`config.mk`:
```
export PLATFORM = sky130hd
export DESIGN_NAME = i2c_bit_level_master
export DESIGN_NICKNAME = d
export VERILOG_FILES = /design/src/rtl/core/i2cbm_pkg.sv /design/src/rtl/core/i2c_bit_level_master.sv
export SDC_FILE = /design/constraint.sdc
export NUM_CORES = 1
export LEC_CHECK = 0
export BUFFER_PORTS_ARGS = -buffer_cell sky130_fd_sc_hd__buf_2
export CAP_MARGIN = 20
export CELL_PAD_IN_SITES_DETAIL_PLACEMENT = 2
export CELL_PAD_IN_SITES_GLOBAL_PLACEMENT = 2
export CORE_MARGIN = 3
export CORE_UTILIZATION = 32
export CTS_CLUSTER_DIAMETER = 30
export DETAILED_ROUTE_END_ITERATION = 10
export PLACE_DENSITY_LB_ADDON = 0.1
export SLEW_MARGIN = 20
export SYNTH_ARGS = -nofsm -noshare
export SYNTH_HDL_FRONTEND = slang
export SYNTH_SLANG_ARGS = --single-unit
```
`constraint.sdc`:
```
create_clock -name clk_i -period 3.8 [get_ports clk_i]
set_input_delay 0.76 -clock clk_i [delete_from_list [all_inputs] [get_ports clk_i]]
set_output_delay 0.76 -clock clk_i [all_outputs]
set_load 0.02 [all_outputs]
```
`src/rtl/core/i2cbm_pkg.sv`:
```
// Package for the I2C bit-level master: phase, command and register codes, timing constants.
`default_nettype none

package i2cbm_pkg;

  // Sequencer phases: idle, one per pin action or SCL check of a bus sequence, and finish
  typedef enum logic [4:0] {
    PH_IDLE     = 5'd0,
    PH_ST0      = 5'd1,
    PH_ST1      = 5'd2,
    PH_ST2      = 5'd3,
    PH_ST3      = 5'd4,
    PH_SP0      = 5'd5,
    PH_SP1      = 5'd6,
    PH_SP2      = 5'd7,
    PH_SP3      = 5'd8,
    PH_WDATA    = 5'd9,
    PH_WHIGH    = 5'd10,
    PH_WLOW     = 5'd11,
    PH_WACKCLK  = 5'd12,
    PH_WACKSMP  = 5'd13,
    PH_RCLKHI   = 5'd14,
    PH_RSTRETCH = 5'd15,
    PH_RPOLL    = 5'd16,
    PH_RSAMPLE  = 5'd17,
    PH_RACKDRV  = 5'd18,
    PH_RACKHI   = 5'd19,
    PH_RACKLO   = 5'd20,
    PH_FIN      = 5'd21
  } phase_e;

  // Command codes carried in the request kind
  typedef enum logic [1:0] {
    OP_START = 2'd0,
    OP_STOP  = 2'd1,
    OP_WRITE = 2'd2,
    OP_READ  = 2'd3
  } op_e;

  // Register indexes (byte address is 4x the index)
  localparam logic [1:0] REG_TICKS_PER_US = 2'd0;
  localparam logic [1:0] REG_STRETCH_LIM  = 2'd1;
  localparam logic [1:0] REG_BYTE_GAP     = 2'd2;

  // Register reset values
  localparam logic [9:0] TICKS_PER_US_RST = 10'd100;
  localparam logic [7:0] STRETCH_LIM_RST  = 8'd250;
  localparam logic [7:0] BYTE_GAP_RST     = 8'd20;

  // Delays in microseconds
  localparam int unsigned STRETCH_POLL_US_DEF = 1000;
  localparam logic [9:0]  EDGE_US   = 10'd1;
  localparam logic [9:0]  HOLD_US   = 10'd10;
  localparam logic [9:0]  HIGH_US   = 10'd5;
  localparam logic [9:0]  SAMPLE_US = 10'd3;

  // Bits in a byte on the wire
  localparam logic [3:0] BITS_PER_BYTE = 4'd8;

endpackage

`default_nettype wire

```
`src/rtl/core/i2c_bit_level_master.sv`:
```
// Top level of the I2C bit-level master: stream channels, APB registers and the bus sequencer.
//
// Usage: every request on the slave stream is one bus tick. Its tdata carries the sampled
// SDA/SCL levels and, when cmd_valid is set, a command whose code travels in tuser
// (start/repeated start, stop, write byte, read byte). Every request produces exactly one
// result on the master stream: the SCL/SDA release levels to drive onto the open-drain
// pins, busy/done status, the write ACK, the last read byte and the stretch-timeout flag.
// Commands offered while a sequence runs are ignored.
// Path: a request is held in the input register, then its result in the output register.
// Throughput: one request per cycle while the receiver keeps taking results; the sequencer
// updates all its state in a single pass.
// The output register is the only buffer between the sides: while it holds a result that
// is not taken, the input register may still fill, after which tready drops until the
// receiver takes the result. Bus timing counts requests, not clock cycles.
// Reset: both lines released, sequencer idle, flags and read byte cleared, registers at
// 100 ticks per microsecond, 250 stretch polls and a 20 us byte gap. The user must write
// registers over APB only while the block is idle; the block itself does not enforce it.
`default_nettype none

module i2c_bit_level_master #(
  parameter int unsigned STRETCH_POLL_US = i2cbm_pkg::STRETCH_POLL_US_DEF
) (
  input  wire logic        clk_i,
  input  wire logic        rst_ni,
  // Request stream
  input  wire logic        s_axis_tvalid,
  output logic             s_axis_tready,
  // [0] cmd_valid, [8:1] tx_byte, [9] send_ack, [10] sda_in, [11] scl_in, [15:12] zero
  input  wire logic [15:0] s_axis_tdata,
  // [1:0] op
  input  wire logic [1:0]  s_axis_tuser,
  // Result stream
  output logic             m_axis_tvalid,
  input  wire logic        m_axis_tready,
  // [0] scl_release, [1] sda_release, [2] busy_res, [3] done_res, [4] ack_ok,
  // [12:5] rx_byte, [13] stretch_timeout, [15:14] zero
  output logic [15:0]      m_axis_tdata,
  // APB register port
  input  wire logic        psel,
  input  wire logic        penable,
  input  wire logic        pwrite,
  input  wire logic [3:0]  paddr,
  input  wire logic [31:0] pwdata,
  output logic [31:0]      prdata,
  output logic             pready
);

  localparam logic [9:0] PollUs = 10'(STRETCH_POLL_US);

  // Configuration registers
  logic [9:0] tpu_q;
  logic [7:0] slim_q;
  logic [7:0] gap_q;
  logic       cfg_wr;

  assign pready = 1'b1;
  assign cfg_wr = psel && penable && pwrite && pready;

  always_ff @(posedge clk_i or negedge rst_ni) begin
    if (!rst_ni) begin
      tpu_q  <= i2cbm_pkg::TICKS_PER_US_RST;
      slim_q <= i2cbm_pkg::STRETCH_LIM_RST;
      gap_q  <= i2cbm_pkg::BYTE_GAP_RST;
    end else if (cfg_wr) begin
      case (paddr[3:2])
        i2cbm_pkg::REG_TICKS_PER_US: tpu_q  <= pwdata[9:0];
        i2cbm_pkg::REG_STRETCH_LIM:  slim_q <= pwdata[7:0];
        i2cbm_pkg::REG_BYTE_GAP:     gap_q  <= pwdata[7:0];
        default: ;
      endcase
    end
  end

  // Register readback
  always_comb begin
    case (paddr[3:2])
      i2cbm_pkg::REG_TICKS_PER_US: prdata = {22'd0, tpu_q};
      i2cbm_pkg::REG_STRETCH_LIM:  prdata = {24'd0, slim_q};
      i2cbm_pkg::REG_BYTE_GAP:     prdata = {24'd0, gap_q};
      default:                     prdata = 32'd0;
    endcase
  end

  // Input register and output register handshake
  logic        in_v_q;
  logic [15:0] in_data_q;
  logic [1:0]  in_op_q;
  logic        out_v_q;
  logic [15:0] out_data_q;
  logic        advance;

  assign advance       = in_v_q && (!out_v_q || m_axis_tready);
  assign s_axis_tready = !in_v_q || advance;
  assign m_axis_tvalid = out_v_q;
  assign m_axis_tdata  = out_data_q;

  always_ff @(posedge clk_i or negedge rst_ni) begin
    if (!rst_ni) begin
      in_v_q <= 1'b0;
    end else if (s_axis_tready) begin
      in_v_q <= s_axis_tvalid;
    end
  end

  always_ff @(posedge clk_i) begin
    if (s_axis_tready && s_axis_tvalid) begin
      in_data_q <= s_axis_tdata;
      in_op_q   <= s_axis_tuser;
    end
  end

  // Unpacked fields of the registered request
  logic       cmd_valid;
  logic [7:0] tx_byte;
  logic       send_ack;
  logic       sda_in;
  logic       scl_in;
  i2cbm_pkg::op_e op;

  assign cmd_valid = in_data_q[0];
  assign tx_byte   = in_data_q[8:1];
  assign send_ack  = in_data_q[9];
  assign sda_in    = in_data_q[10];
  assign scl_in    = in_data_q[11];
  assign op        = i2cbm_pkg::op_e'(in_op_q);

  // Sequencer state
  i2cbm_pkg::phase_e phase_q, phase_d, cur_ph;
  logic [3:0] bitc_q, bitc_d;
  logic [7:0] shift_q, shift_d;
  logic [7:0] rx_q, rx_d;
  logic [9:0] pre_q, pre_d;
  logic [9:0] us_q, us_d;
  logic [7:0] stc_q, stc_d;
  logic       scl_q, scl_d;
  logic       sda_q, sda_d;
  logic       lack_q, lack_d;
  logic       ack_q, ack_d;
  logic       tmo_q, tmo_d;
  logic       done_d;
  logic       act;
  logic [9:0] wait_us;
  logic [9:0] tpu_eff;

  assign tpu_eff = (tpu_q == 10'd0) ? 10'd1 : tpu_q;

  // One bus tick: command accept or timer count, then at most one pin action
  // plus the completion step when the byte gap is zero
  always_comb begin
    phase_d = phase_q;
    bitc_d  = bitc_q;
    shift_d = shift_q;
    rx_d    = rx_q;
    pre_d   = pre_q;
    us_d    = us_q;
    stc_d   = stc_q;
    scl_d   = scl_q;
    sda_d   = sda_q;
    lack_d  = lack_q;
    ack_d   = ack_q;
    tmo_d   = tmo_q;
    done_d  = 1'b0;
    act     = 1'b0;
    wait_us = 10'd0;

    if (phase_q == i2cbm_pkg::PH_IDLE) begin
      if (cmd_valid) begin
        lack_d = send_ack;
        bitc_d = 4'd0;
        act    = 1'b1;
        case (op)
          i2cbm_pkg::OP_START: phase_d = i2cbm_pkg::PH_ST0;
          i2cbm_pkg::OP_STOP:  phase_d = i2cbm_pkg::PH_SP0;
          i2cbm_pkg::OP_WRITE: begin
            shift_d = tx_byte;
            ack_d   = 1'b0;
            phase_d = i2cbm_pkg::PH_WDATA;
          end
          default: begin
            shift_d = 8'd0;
            tmo_d   = 1'b0;
            sda_d   = 1'b1;
            phase_d = i2cbm_pkg::PH_RCLKHI;
          end
        endcase
      end
    end else begin
      pre_d = pre_q + 10'd1;
      if (pre_d >= tpu_eff) begin
        pre_d = 10'd0;
        if (us_d != 10'd0) us_d = us_d - 10'd1;
      end
      if (us_d == 10'd0) act = 1'b1;
    end

    cur_ph = phase_d;
    if (act) begin
      case (cur_ph)
        i2cbm_pkg::PH_ST0: begin sda_d = 1'b1; phase_d = i2cbm_pkg::PH_ST1; wait_us = i2cbm_pkg::EDGE_US; end
        i2cbm_pkg::PH_ST1: begin scl_d = 1'b1; phase_d = i2cbm_pkg::PH_ST2; wait_us = i2cbm_pkg::EDGE_US; end
        i2cbm_pkg::PH_ST2: begin sda_d = 1'b0; phase_d = i2cbm_pkg::PH_ST3; wait_us = i2cbm_pkg::HOLD_US; end
        i2cbm_pkg::PH_ST3: begin scl_d = 1'b0; phase_d = i2cbm_pkg::PH_FIN; wait_us = i2cbm_pkg::HOLD_US; end
        i2cbm_pkg::PH_SP0: begin scl_d = 1'b0; phase_d = i2cbm_pkg::PH_SP1; wait_us = i2cbm_pkg::EDGE_US; end
        i2cbm_pkg::PH_SP1: begin sda_d = 1'b0; phase_d = i2cbm_pkg::PH_SP2; wait_us = i2cbm_pkg::EDGE_US; end
        i2cbm_pkg::PH_SP2: begin scl_d = 1'b1; phase_d = i2cbm_pkg::PH_SP3; wait_us = i2cbm_pkg::HOLD_US; end
        i2cbm_pkg::PH_SP3: begin sda_d = 1'b1; phase_d = i2cbm_pkg::PH_FIN; wait_us = i2cbm_pkg::HOLD_US; end
        i2cbm_pkg::PH_WDATA: begin
          sda_d   = shift_d[7];
          phase_d = i2cbm_pkg::PH_WHIGH;
          wait_us = i2cbm_pkg::EDGE_US;
        end
        i2cbm_pkg::PH_WHIGH: begin
          scl_d   = 1'b1;
          phase_d = i2cbm_pkg::PH_WLOW;
          wait_us = i2cbm_pkg::HIGH_US;
        end
        i2cbm_pkg::PH_WLOW: begin
          scl_d   = 1'b0;
          shift_d = {shift_d[6:0], 1'b0};
          bitc_d  = bitc_d + 4'd1;
          phase_d = (bitc_d < i2cbm_pkg::BITS_PER_BYTE) ? i2cbm_pkg::PH_WDATA
                                                        : i2cbm_pkg::PH_WACKCLK;
          wait_us = i2cbm_pkg::EDGE_US;
        end
        i2cbm_pkg::PH_WACKCLK: begin
          sda_d   = 1'b1;
          scl_d   = 1'b1;
          phase_d = i2cbm_pkg::PH_WACKSMP;
          wait_us = i2cbm_pkg::EDGE_US;
        end
        i2cbm_pkg::PH_WACKSMP: begin
          ack_d   = !sda_in;
          scl_d   = 1'b0;
          phase_d = i2cbm_pkg::PH_FIN;
          wait_us = {2'd0, gap_q};
        end
        i2cbm_pkg::PH_RCLKHI: begin
          scl_d   = 1'b1;
          phase_d = i2cbm_pkg::PH_RSTRETCH;
          wait_us = i2cbm_pkg::EDGE_US;
        end
        i2cbm_pkg::PH_RSTRETCH, i2cbm_pkg::PH_RPOLL: begin
          // clock stretch check: reload the poll budget on the first look
          if (cur_ph == i2cbm_pkg::PH_RSTRETCH) stc_d = slim_q;
          if (scl_in) begin
            phase_d = i2cbm_pkg::PH_RSAMPLE;
            wait_us = i2cbm_pkg::SAMPLE_US;
          end else begin
            stc_d = stc_d - 8'd1;
            if (stc_d == 8'd0) begin
              tmo_d   = 1'b1;
              phase_d = i2cbm_pkg::PH_RSAMPLE;
              wait_us = i2cbm_pkg::SAMPLE_US;
            end else begin
              phase_d = i2cbm_pkg::PH_RPOLL;
              wait_us = PollUs;
            end
          end
        end
        i2cbm_pkg::PH_RSAMPLE: begin
          shift_d = {shift_d[6:0], sda_in};
          scl_d   = 1'b0;
          bitc_d  = bitc_d + 4'd1;
          phase_d = (bitc_d < i2cbm_pkg::BITS_PER_BYTE) ? i2cbm_pkg::PH_RCLKHI
                                                        : i2cbm_pkg::PH_RACKDRV;
          wait_us = i2cbm_pkg::EDGE_US;
        end
        i2cbm_pkg::PH_RACKDRV: begin
          sda_d   = !lack_d;
          phase_d = i2cbm_pkg::PH_RACKHI;
          wait_us = i2cbm_pkg::EDGE_US;
        end
        i2cbm_pkg::PH_RACKHI: begin
          scl_d   = 1'b1;
          phase_d = i2cbm_pkg::PH_RACKLO;
          wait_us = i2cbm_pkg::HIGH_US;
        end
        i2cbm_pkg::PH_RACKLO: begin
          scl_d   = 1'b0;
          sda_d   = 1'b1;
          rx_d    = shift_d;
          phase_d = i2cbm_pkg::PH_FIN;
          wait_us = {2'd0, gap_q};
        end
        default: begin
          // end of sequence
          phase_d = i2cbm_pkg::PH_IDLE;
          done_d  = 1'b1;
          wait_us = 10'd0;
        end
      endcase
      pre_d = 10'd0;
      us_d  = wait_us;
      // zero byte gap: finish in the same tick
      if (wait_us == 10'd0 && phase_d == i2cbm_pkg::PH_FIN) begin
        phase_d = i2cbm_pkg::PH_IDLE;
        done_d  = 1'b1;
      end
    end
  end

  // Sequencer state update, once per request
  always_ff @(posedge clk_i or negedge rst_ni) begin
    if (!rst_ni) begin
      phase_q <= i2cbm_pkg::PH_IDLE;
      bitc_q  <= 4'd0;
      shift_q <= 8'd0;
      rx_q    <= 8'd0;
      pre_q   <= 10'd0;
      us_q    <= 10'd0;
      stc_q   <= 8'd0;
      scl_q   <= 1'b1;
      sda_q   <= 1'b1;
      lack_q  <= 1'b0;
      ack_q   <= 1'b0;
      tmo_q   <= 1'b0;
    end else if (advance) begin
      phase_q <= phase_d;
      bitc_q  <= bitc_d;
      shift_q <= shift_d;
      rx_q    <= rx_d;
      pre_q   <= pre_d;
      us_q    <= us_d;
      stc_q   <= stc_d;
      scl_q   <= scl_d;
      sda_q   <= sda_d;
      lack_q  <= lack_d;
      ack_q   <= ack_d;
      tmo_q   <= tmo_d;
    end
  end

  // Result register
  always_ff @(posedge clk_i or negedge rst_ni) begin
    if (!rst_ni) begin
      out_v_q <= 1'b0;
    end else if (advance) begin
      out_v_q <= 1'b1;
    end else if (m_axis_tready) begin
      out_v_q <= 1'b0;
    end
  end

  always_ff @(posedge clk_i) begin
    if (advance) begin
      out_data_q <= {2'd0, tmo_d, rx_d, ack_d, done_d,
                     (phase_d != i2cbm_pkg::PH_IDLE), sda_d, scl_d};
    end
  end

`ifndef ASSERT_OFF
  // A running sequence always has a pending wait
  assert property (@(posedge clk_i) disable iff (!rst_ni)
    phase_q != i2cbm_pkg::PH_IDLE |-> us_q != 10'd0)
    else $error("running sequence with no pending wait");

  // The tick prescaler stays below the microsecond length while running
  assert property (@(posedge clk_i) disable iff (!rst_ni)
    phase_q != i2cbm_pkg::PH_IDLE |-> pre_q < tpu_eff)
    else $error("prescaler past microsecond length");

  // Bit counter never passes one byte
  assert property (@(posedge clk_i) disable iff (!rst_ni)
    bitc_q <= i2cbm_pkg::BITS_PER_BYTE)
    else $error("bit counter overflow");

  // A completion result never reports busy
  assert property (@(posedge clk_i) disable iff (!rst_ni)
    out_v_q && out_data_q[3] |-> !out_data_q[2])
    else $error("done reported while busy");

  // A sequencer step leaves the previous result either taken or replaced
  assert property (@(posedge clk_i) disable iff (!rst_ni)
    advance |=> out_v_q)
    else $error("result lost after sequencer step");
`endif

endmodule

`default_nettype wire

```
==> results of run 1 <==
layout by cell type, fill, tap and decap left out, drive strengths merged, types with 12 or more instances in the layout:
master | netlist | layout
and2 | 16 | 16
ha | 15 | 15
a22o | 18 | 18
a21oi | 43 | 43
buf | 44 | 177
dfstp | 13 | 13
nor4 | 12 | 12
conb | 2 | 25
inv | 24 | 27
mux2 | 43 | 43
nor2 | 67 | 67
nand2 | 62 | 62
nand2b | 16 | 16
nand3 | 18 | 18
nor3 | 38 | 38
dfrtp | 73 | 73
clkbuf | 29 | 17
edfxtp | 28 | 28
mux2i | 21 | 21
o21ai | 41 | 41
layer usage:
metal	share of wire [%]	wire (um)	up-vias	global-route usage, %
met1	44	12300	3560	28.5
met5	0	0	-	0
met4	2.1	580	0	6.06
li1	-	-	3159	-
met3	2.9	791	38	3.25
met2	51	14100	117	38.8
worst max-delay path: cells and delay by family, from the launching register on:
family                     cells  cell delay [ps]
buffers and inverters          2              340
DFF                            1              380
AOI/OAI and AO/OA              3             1120
and+or+nand+nor                7             1520
adders and majority gates      2              520
xor gates and xnor gates       1              180
cell type report:
class / instances / area (sq um)
Clock inverter: 15 / 133
Sequential cell: 114 / 3010
Inverter: 24 / 90.1
Tap cell: 285 / 357
Multi-Input combinational cell: 600 / 4360
Clock buffer: 17 / 425
Fill cell: 2442 / 13000
Timing Repair Buffer: 177 / 1300
worst max-delay path by stage:
stage	cells past startpoint	startpoint	slack, ps	end
3_3_place_gp	16	pre_q[1]	-420	pre_q[0]
3_5_place_dp	17	pre_q[0]	-620	m_axis_tdata[13]
5_1_grt	18	pre_q[0]	-520	shift_q[3]
4_1_cts	16	pre_q[1]	-410	shift_q[3]
2_1_floorplan	19	pre_q[0]	-80	us_q[3]
6_report	15	pre_q[0]	-380	shift_q[3]
flip-flops by register name, indices dropped and copies added, names as in the netlist:
signal / count
ack_q: 1
bitc_q: 4
gap_q: 8
in_data_q: 12
in_op_q: 2
in_v_q: 1
lack_q: 1
m_axis_tdata: 14
m_axis_tvalid: 1
phase_q: 5
pre_q: 10
rx_q: 8
scl_q: 1
sda_q: 1
shift_q: 8
slim_q: 8
stc_q: 8
tmo_q: 1
tpu_q: 10
us_q: 10
what timing repair did:
item                       4_1_cts  5_1_grt
hold endpoints to repair         0        0
buffers inserted                19       11
cloned                           1        0
gates resized for setup         35       67
pin swaps                       18       21
setup endpoints to repair       71       71
report_power, final:
part / leakage (nW) / switching [mW] / internal [mW]
sequential: 1.36 / 0.338 / 1.57
clock: 0.266 / 0.672 / 0.902
combinational: 2.53 / 2.15 / 1.56
total: 4.16 / 3.16 / 4.03
stage by stage:
stage	instance area, sq um	cells
finish	9680	1232
global route	9680	1232
CTS	9330	1221
detailed placement	8460	1169
global placement	8460	1169
floorplan	7570	811
cells by family after synthesis:
family                     count (synthesis)  synth area share (%)
muxes                                     64                  9.37
and+or+nand+nor                          289                  20.6
xor gates and xnor gates                  15                  1.77
buffers and inverters                     97                  6.84
AOI/OAI and AO/OA                        191                  18.1
adders and majority gates                 16                  2.67
DFF                                      114                  40.6
other                                      2                 0.101
==> metrics.log, run 1 <==
INFO  metric final_core_utilization = 42.6%
INFO  metric drv_cap = 0
INFO  metric clkLatencyLatePin = 430 ps
INFO  metric synthDominantCellAreaShare = 24.6%
INFO  metric synth.top_cells.by_area = dfrtp_1 25%, edfxtp_1 11%, mux2_2 6.5%
INFO  metric period_needed = 4180 ps
INFO  metric tritoncts_clock_tree = done
INFO  metric yosys.cell_count.top_type = dfrtp_1
INFO  metric synth_top_cell_by_area = dfrtp_1
INFO  metric critical_path_arrival = 4480 ps
INFO  metric total_die_area = 25000 sq um
INFO  metric cp-end-kind = flip-flop
INFO  metric finClkSkew = 10.4 ps
INFO  metric detailedPlace.worstSlack = -617 ps
INFO  metric fmax = 0.239 GHz
INFO  metric setup_viol_count_final = 71
INFO  metric vias = 6874
INFO  metric vias_per_cell = 5.58
INFO  metric cts_max_level = 4
INFO  metric grt_start_max_net_pins = 59
INFO  metric regToRegSetupSlack = -380 ps
INFO  metric drtAntennaViolNets = 0
INFO  metric grt_antenna_before_repair = 0
INFO  metric leakagePower = 4.16 nW
INFO  metric cts.path.max_buffers = 2
INFO  metric design_power_total = 7.19 mW
INFO  metric nets = 1010
INFO  metric r2r-start = pre_q[0]
INFO  metric critical_path.reg2reg.endpoint = shift_q[3]
INFO  metric dieWidth = 158 um
INFO  metric initial_standard_cell_utilization_of_the_core = 32.6%
INFO  metric detailedRoute.firstPassIterationCount = 4
INFO  metric crit_path_max_incr_delay = 560 ps
INFO  metric hold_viol = 0
INFO  metric syn_to_final_growth = 30.5%
INFO  metric fin_hold_ws = 427 ps
INFO  metric synth_enable_flop_cells = 28
INFO  metric cts.sink_count = 114
INFO  metric final-max-slew-violation-count = 0
INFO  metric seq_area_frac_synth = 40.6%
INFO  metric violations_in_the_final_reports = setup timing
INFO  metric critical_path_class = flip-flop to flip-flop
INFO  metric clk_pin_slew = 60 ps
INFO  metric grt_first_pass_wirelength = 43.0 mm
INFO  metric setup_repair_after_global_routing_missed_its_margin = yes
INFO  metric cellPowerDensity = 743 nW/um^2
INFO  metric first_global_vias = 7640
INFO  metric crit_required = 4100 ps
INFO  metric finalSetupTns = -18430 ps
INFO  metric min_path_type = input port to asynchronous set/reset pin
INFO  metric grt.total_usage = 22.1%
INFO  metric clock_tree.root_cell = clkbuf_16
INFO  metric min_period_over_period = 110%
INFO  metric floorplan.io_pins = 112
INFO  metric worstSetupStartpointType = flip-flop
INFO  metric ys_warns = 0
INFO  metric count_of_different_cell_masters_after_synthesis = 85
INFO  metric clock_buffers_created_by_tritoncts = 17
INFO  metric syn-cell-area = 7410 sq um
INFO  metric synth_area_per_cell = 9.41 sq um
INFO  metric synth_commonest_cells = 73 x dfrtp_1, 65 x nor2_1, 62 x nand2_1, 43 x mux2_2, 42 x a21oi_1
INFO  metric cts-hold-fix-buffers = 0
INFO  metric run_status = finished with violations
INFO  metric antennaDiodeCount = 0
INFO  metric irDropWorstVdd = 380 uV
INFO  metric layout-drive-gt1-share = 35.6%
INFO  metric die_height = 158 um
INFO  metric number_of_placement_rows = 55
INFO  metric maxSlewHeadroom = 33.7%
INFO  metric drt-initial-drc-count = 370
INFO  metric wl_per_cell = 22.5 um
INFO  metric routabilityCongestion = 0.900
INFO  metric synthesis.instances = 788
INFO  metric coreArea = 22700 sq um
INFO  metric tightest_slew = 994 ps
INFO  metric numPortBuffers = 58
INFO  metric ys_seq_elements = 114
INFO  metric cpMaxStageDelayCell = or4_4
INFO  metric detail_route.drc_violations = 0
INFO  metric dp.final_hpwl = 19.3 mm
INFO  metric postSynth.topFlopCell = dfrtp_1
INFO  metric worstPathMaxFanout = 7
INFO  metric grt.overflow.total = 0
INFO  metric crit_path_cell_trace = ha_2 -> nand3_4 -> nor2_4 -> xor2_2 -> ha_1 -> and4_1 -> a2111o_1 -> a311o_2 -> and2_4 -> nor3_4 -> nor4_4 -> buf_4 -> or4_4 -> buf_6 -> a221o_1
INFO  metric post-route-worst-setup-slack = -377 ps
INFO  metric routed_wl = 27.7 mm
INFO  metric rr_worst_depth = 15
INFO  metric async_reset_ff_share = 75.4%
(Power assumes the default switching activity.)
==> run 2: changes to the inputs <==
--- a/config.mk
+++ b/config.mk
@@ -9,10 +9,11 @@
 export CAP_MARGIN = 20
 export CELL_PAD_IN_SITES_DETAIL_PLACEMENT = 2
 export CELL_PAD_IN_SITES_GLOBAL_PLACEMENT = 2
-export CORE_MARGIN = 3
-export CORE_UTILIZATION = 32
+export CORE_MARGIN = 2
+export CORE_UTILIZATION = 39
 export CTS_CLUSTER_DIAMETER = 30
 export DETAILED_ROUTE_END_ITERATION = 10
+export GPL_TIMING_DRIVEN = 0
 export PLACE_DENSITY_LB_ADDON = 0.1
 export SLEW_MARGIN = 20
 export SYNTH_ARGS = -nofsm -noshare
==> constraint.sdc (replaced) <==
create_clock -name clk_i -period 5.12 [get_ports clk_i]
set_input_delay 1.024 -clock clk_i [delete_from_list [all_inputs] [get_ports clk_i]]
set_output_delay 1.024 -clock clk_i [all_outputs]
set_load 0.02 [all_outputs]
==> run 2 against run 1 <==
  * First-iteration DRC count unchanged
  * Worst hold slack improved by 57 ps
  * Total power decreased by 31%
  * Critical path depth increased by 2
  * Clock skew decreased by 1.3 ps
  * The run now ends clean
==> metrics.log, run 2 (synthesized netlist as in run 1, its figures left out) <==
INFO  metric sequentialPowerShare = 28.6% (+2.0 points)
INFO  metric worstSetupStartpointType = flip-flop
INFO  metric critical_path_arrival = 4990 ps (+510 ps)
INFO  metric worst_path_most_repeated_cell = ha_1
INFO  metric grt_start_max_net_pins = 52 (-12%)
INFO  metric min_period_over_period = 94.2% (-16 points)
INFO  metric clk_pin_slew = 60 ps (about the same)
INFO  metric design_power_total = 4.99 mW (-31%)
INFO  metric crit_path_max_incr_delay = 520 ps (-40 ps)
INFO  metric cts_max_level = 4 (unchanged)
INFO  metric p_int = 2.76 mW (-32%)
INFO  metric dieWidth = 142 um (-10%)
INFO  metric placedCellCount = 1105 (-5.5%)
INFO  metric grt_antenna_before_repair = 0 (unchanged)
INFO  metric cts-hold-fix-buffers = 0 (unchanged)
INFO  metric dpl-instance-area = 8140 sq um (-3.8%)
INFO  metric clkLatencyLatePin = 430 ps (about the same)
INFO  metric largest_reg_flops = 14 (unchanged)
INFO  metric hold_viol = 0 (unchanged)
INFO  metric final_common_cell = dfrtp_1
INFO  metric clock_buffers_created_by_tritoncts = 17 (unchanged)
INFO  metric cpMaxStageDelayCell = or4_1
INFO  metric critical_path_class = flip-flop to flip-flop
INFO  metric irDropWorstVdd = 263 uV (-31%)
INFO  metric coreArea = 18700 sq um (-18%)
INFO  metric die_height = 142 um (-10%)
INFO  metric syn_to_final_growth = 18.4%
INFO  metric routabilityCongestion = 0.910 (+1.1%)
INFO  metric setup_repair_after_global_routing_missed_its_margin = no
INFO  metric finClkSkew = 9.13 ps (-1.28 ps)
INFO  metric wl_per_cell = 23.6 um (+4.8%)
INFO  metric floorplan.io_pins = 112 (unchanged)
INFO  metric drv_cap = 0 (unchanged)
INFO  metric postLayoutCellArea = 8780 sq um (-9.3%)
INFO  metric fin_hold_ws = 484 ps (+57.2 ps)
INFO  metric nFillCells = 2029 (-17%)
INFO  metric final-max-slew-violation-count = 0 (unchanged)
INFO  metric leakagePower = 3.76 nW (-9.7%)
INFO  metric number_of_placement_rows = 50 (-9.1%)
INFO  metric final_core_utilization = 46.9% (+4.3 points)
INFO  metric first_global_vias = 7273 (-4.8%)
INFO  metric drtAntennaViolNets = 0 (unchanged)
INFO  metric cp-end-kind = flip-flop
INFO  metric run_status = finished, final reports clean
INFO  metric vias_per_cell = 5.91 (+6.0%)
INFO  metric nets = 964 (-4.6%)
INFO  metric setup_viol_count_final = 0 (-100%)
INFO  metric power_frac_clock = 26.1% (+4.2 points)
INFO  metric dp.final_hpwl = 19.7 mm (+2.0%)
INFO  metric drt-initial-drc-count = 370 (unchanged)
INFO  metric switching_power = 2.23 mW (-29%)
INFO  metric antennaDiodeCount = 0 (unchanged)
INFO  metric grt.total_usage = 27.7% (+5.6 points)
INFO  metric grt.overflow.total = 0 (unchanged)
INFO  metric crit_path_start = pre_q[0]
INFO  metric crit_path_cell_trace = ha_1 -> nand3_1 -> nor2_1 -> xor2_1 -> ha_1 -> and4_1 -> a2111o_1 -> a311o_1 -> buf_6 -> nand2_1 -> nor4b_1 -> or4_1 -> buf_2 -> a21oi_4 -> clkbuf_2 -> nor3_1 -> o32ai_1
INFO  metric vias = 6712 (-2.4%)
INFO  metric detailedRoute.firstPassIterationCount = 5 (+1)
INFO  metric total_die_area = 20100 sq um (-20%)
INFO  metric finalSetupTns = 0 ps (+18430 ps)
INFO  metric period_needed = 4820 ps (+644 ps)
INFO  metric tritoncts_clock_tree = done
INFO  metric detailedPlace.worstSlack = -147 ps (+470 ps)
INFO  metric power_frac_comb = 45.3% (-6.2 points)
INFO  metric final_cell_mix = 73 x dfrtp_1, 66 x buf_2, 64 x nor2_1, 62 x nand2_1, 43 x mux2_2
INFO  metric post-route-worst-setup-slack = 299 ps (+676 ps)
INFO  metric fraction_of_power_spent_switching_nets = 44.8% (+0.86 points)
INFO  metric cts.path.max_buffers = 2 (unchanged)
INFO  metric numPortBuffers = 58 (unchanged)
INFO  metric r2r-start = pre_q[0]
INFO  metric initial_standard_cell_utilization_of_the_core = 39.6% (+7.0 points)
INFO  metric grt_first_pass_wirelength = 42.6 mm (-0.87%)
INFO  metric final_cells = 1135 (-7.9%)
INFO  metric min_path_type = input port to asynchronous set/reset pin
INFO  metric layout-drive-gt1-share = 23.9% (-12 points)
INFO  metric fmax = 0.207 GHz (-13%)
INFO  metric worstPathMaxFanout = 10 (+3)
INFO  metric regToRegSetupSlack = 300 ps (+680 ps)
INFO  metric cts.sink_count = 114 (unchanged)
INFO  metric cellPowerDensity = 568 nW/um^2 (-24%)
INFO  metric tightest_slew = 1040 ps (+49.0 ps)
INFO  metric crit_required = 5290 ps (+1190 ps)
INFO  metric routed_wl = 26.8 mm (-3.4%)
INFO  metric clock_tree.root_cell = clkbuf_16
INFO  metric detail_route.drc_violations = 0 (unchanged)
INFO  metric maxSlewHeadroom = 30.3% (-3.4 points)
[run 2: cell count changes in the layout (fill, tap and decap cells not counted), sizes merged]
cell      delta
inv          +4
bufinv       +2
clkbuf      +27
clkinv       -3
clkinvlp     -3
buf         -73
[run 2: final timing paths]
kind / cells past startpoint / end
setup / recovery: 17 / m_axis_tdata[2]
hold / removal: 1 / pre_q[3]
setup reg to reg: 17 / m_axis_tdata[2]
hold reg to reg: 1 / lack_q
max in group asynchronous: 2 / scl_q
min in group clk_i: 1 / lack_q
[run 2: area by class of cell]
type	count	area, sq um	share of cell area (%)
multi-input cells	600	4020	45.8
flip-flops and latches	114	3010	34.3
clock buffers	17	425	4.85
plain buffers	71	413	4.70
repair buffers	60	328	3.73
well taps	234	293	3.34
clock inverters	15	198	2.25
inverters	24	90.1	1.03
[run 2: worst max-delay path: cells and delay by family, from the launching register on]
kind | cells | cell delay (ps)
AO/OA/AOI/OAI | 4 | 1280
XOR/XNOR | 1 | 240
adder cells (fa/ha/maj) | 2 | 520
buffers and inverters | 3 | 690
flip-flops | 1 | 440
AND/OR/NAND/NOR | 7 | 1380
[run 2: routing by layer]
metal	wire length, um	GRT usage (%)
met5	0	0
met3	732	3.58
met1	12300	36.9
met2	13300	47.2
met4	487	8.63
[run 2: power by group through the flow]
| stage | registers (mW) | clock network [mW] | logic (mW) |
|---|---|---|---|
| 2_1_floorplan | 1.35 | 0 | 1.54 |
| 3_3_place_gp | 1.39 | 0 | 2.11 |
| 3_5_place_dp | 1.42 | 0 | 2.22 |
| 4_1_cts | 1.41 | 1.31 | 2.26 |
| 5_1_grt | 1.46 | 1.35 | 2.49 |
| 6_report | 1.43 | 1.30 | 2.26 |
[run 2: timing repair]
item	in CTS	in global routing
gates resized for setup	2	6
setup endpoints to repair	4	7
pin swaps	0	0
hold endpoints to repair	0	0
buffers inserted	0	0
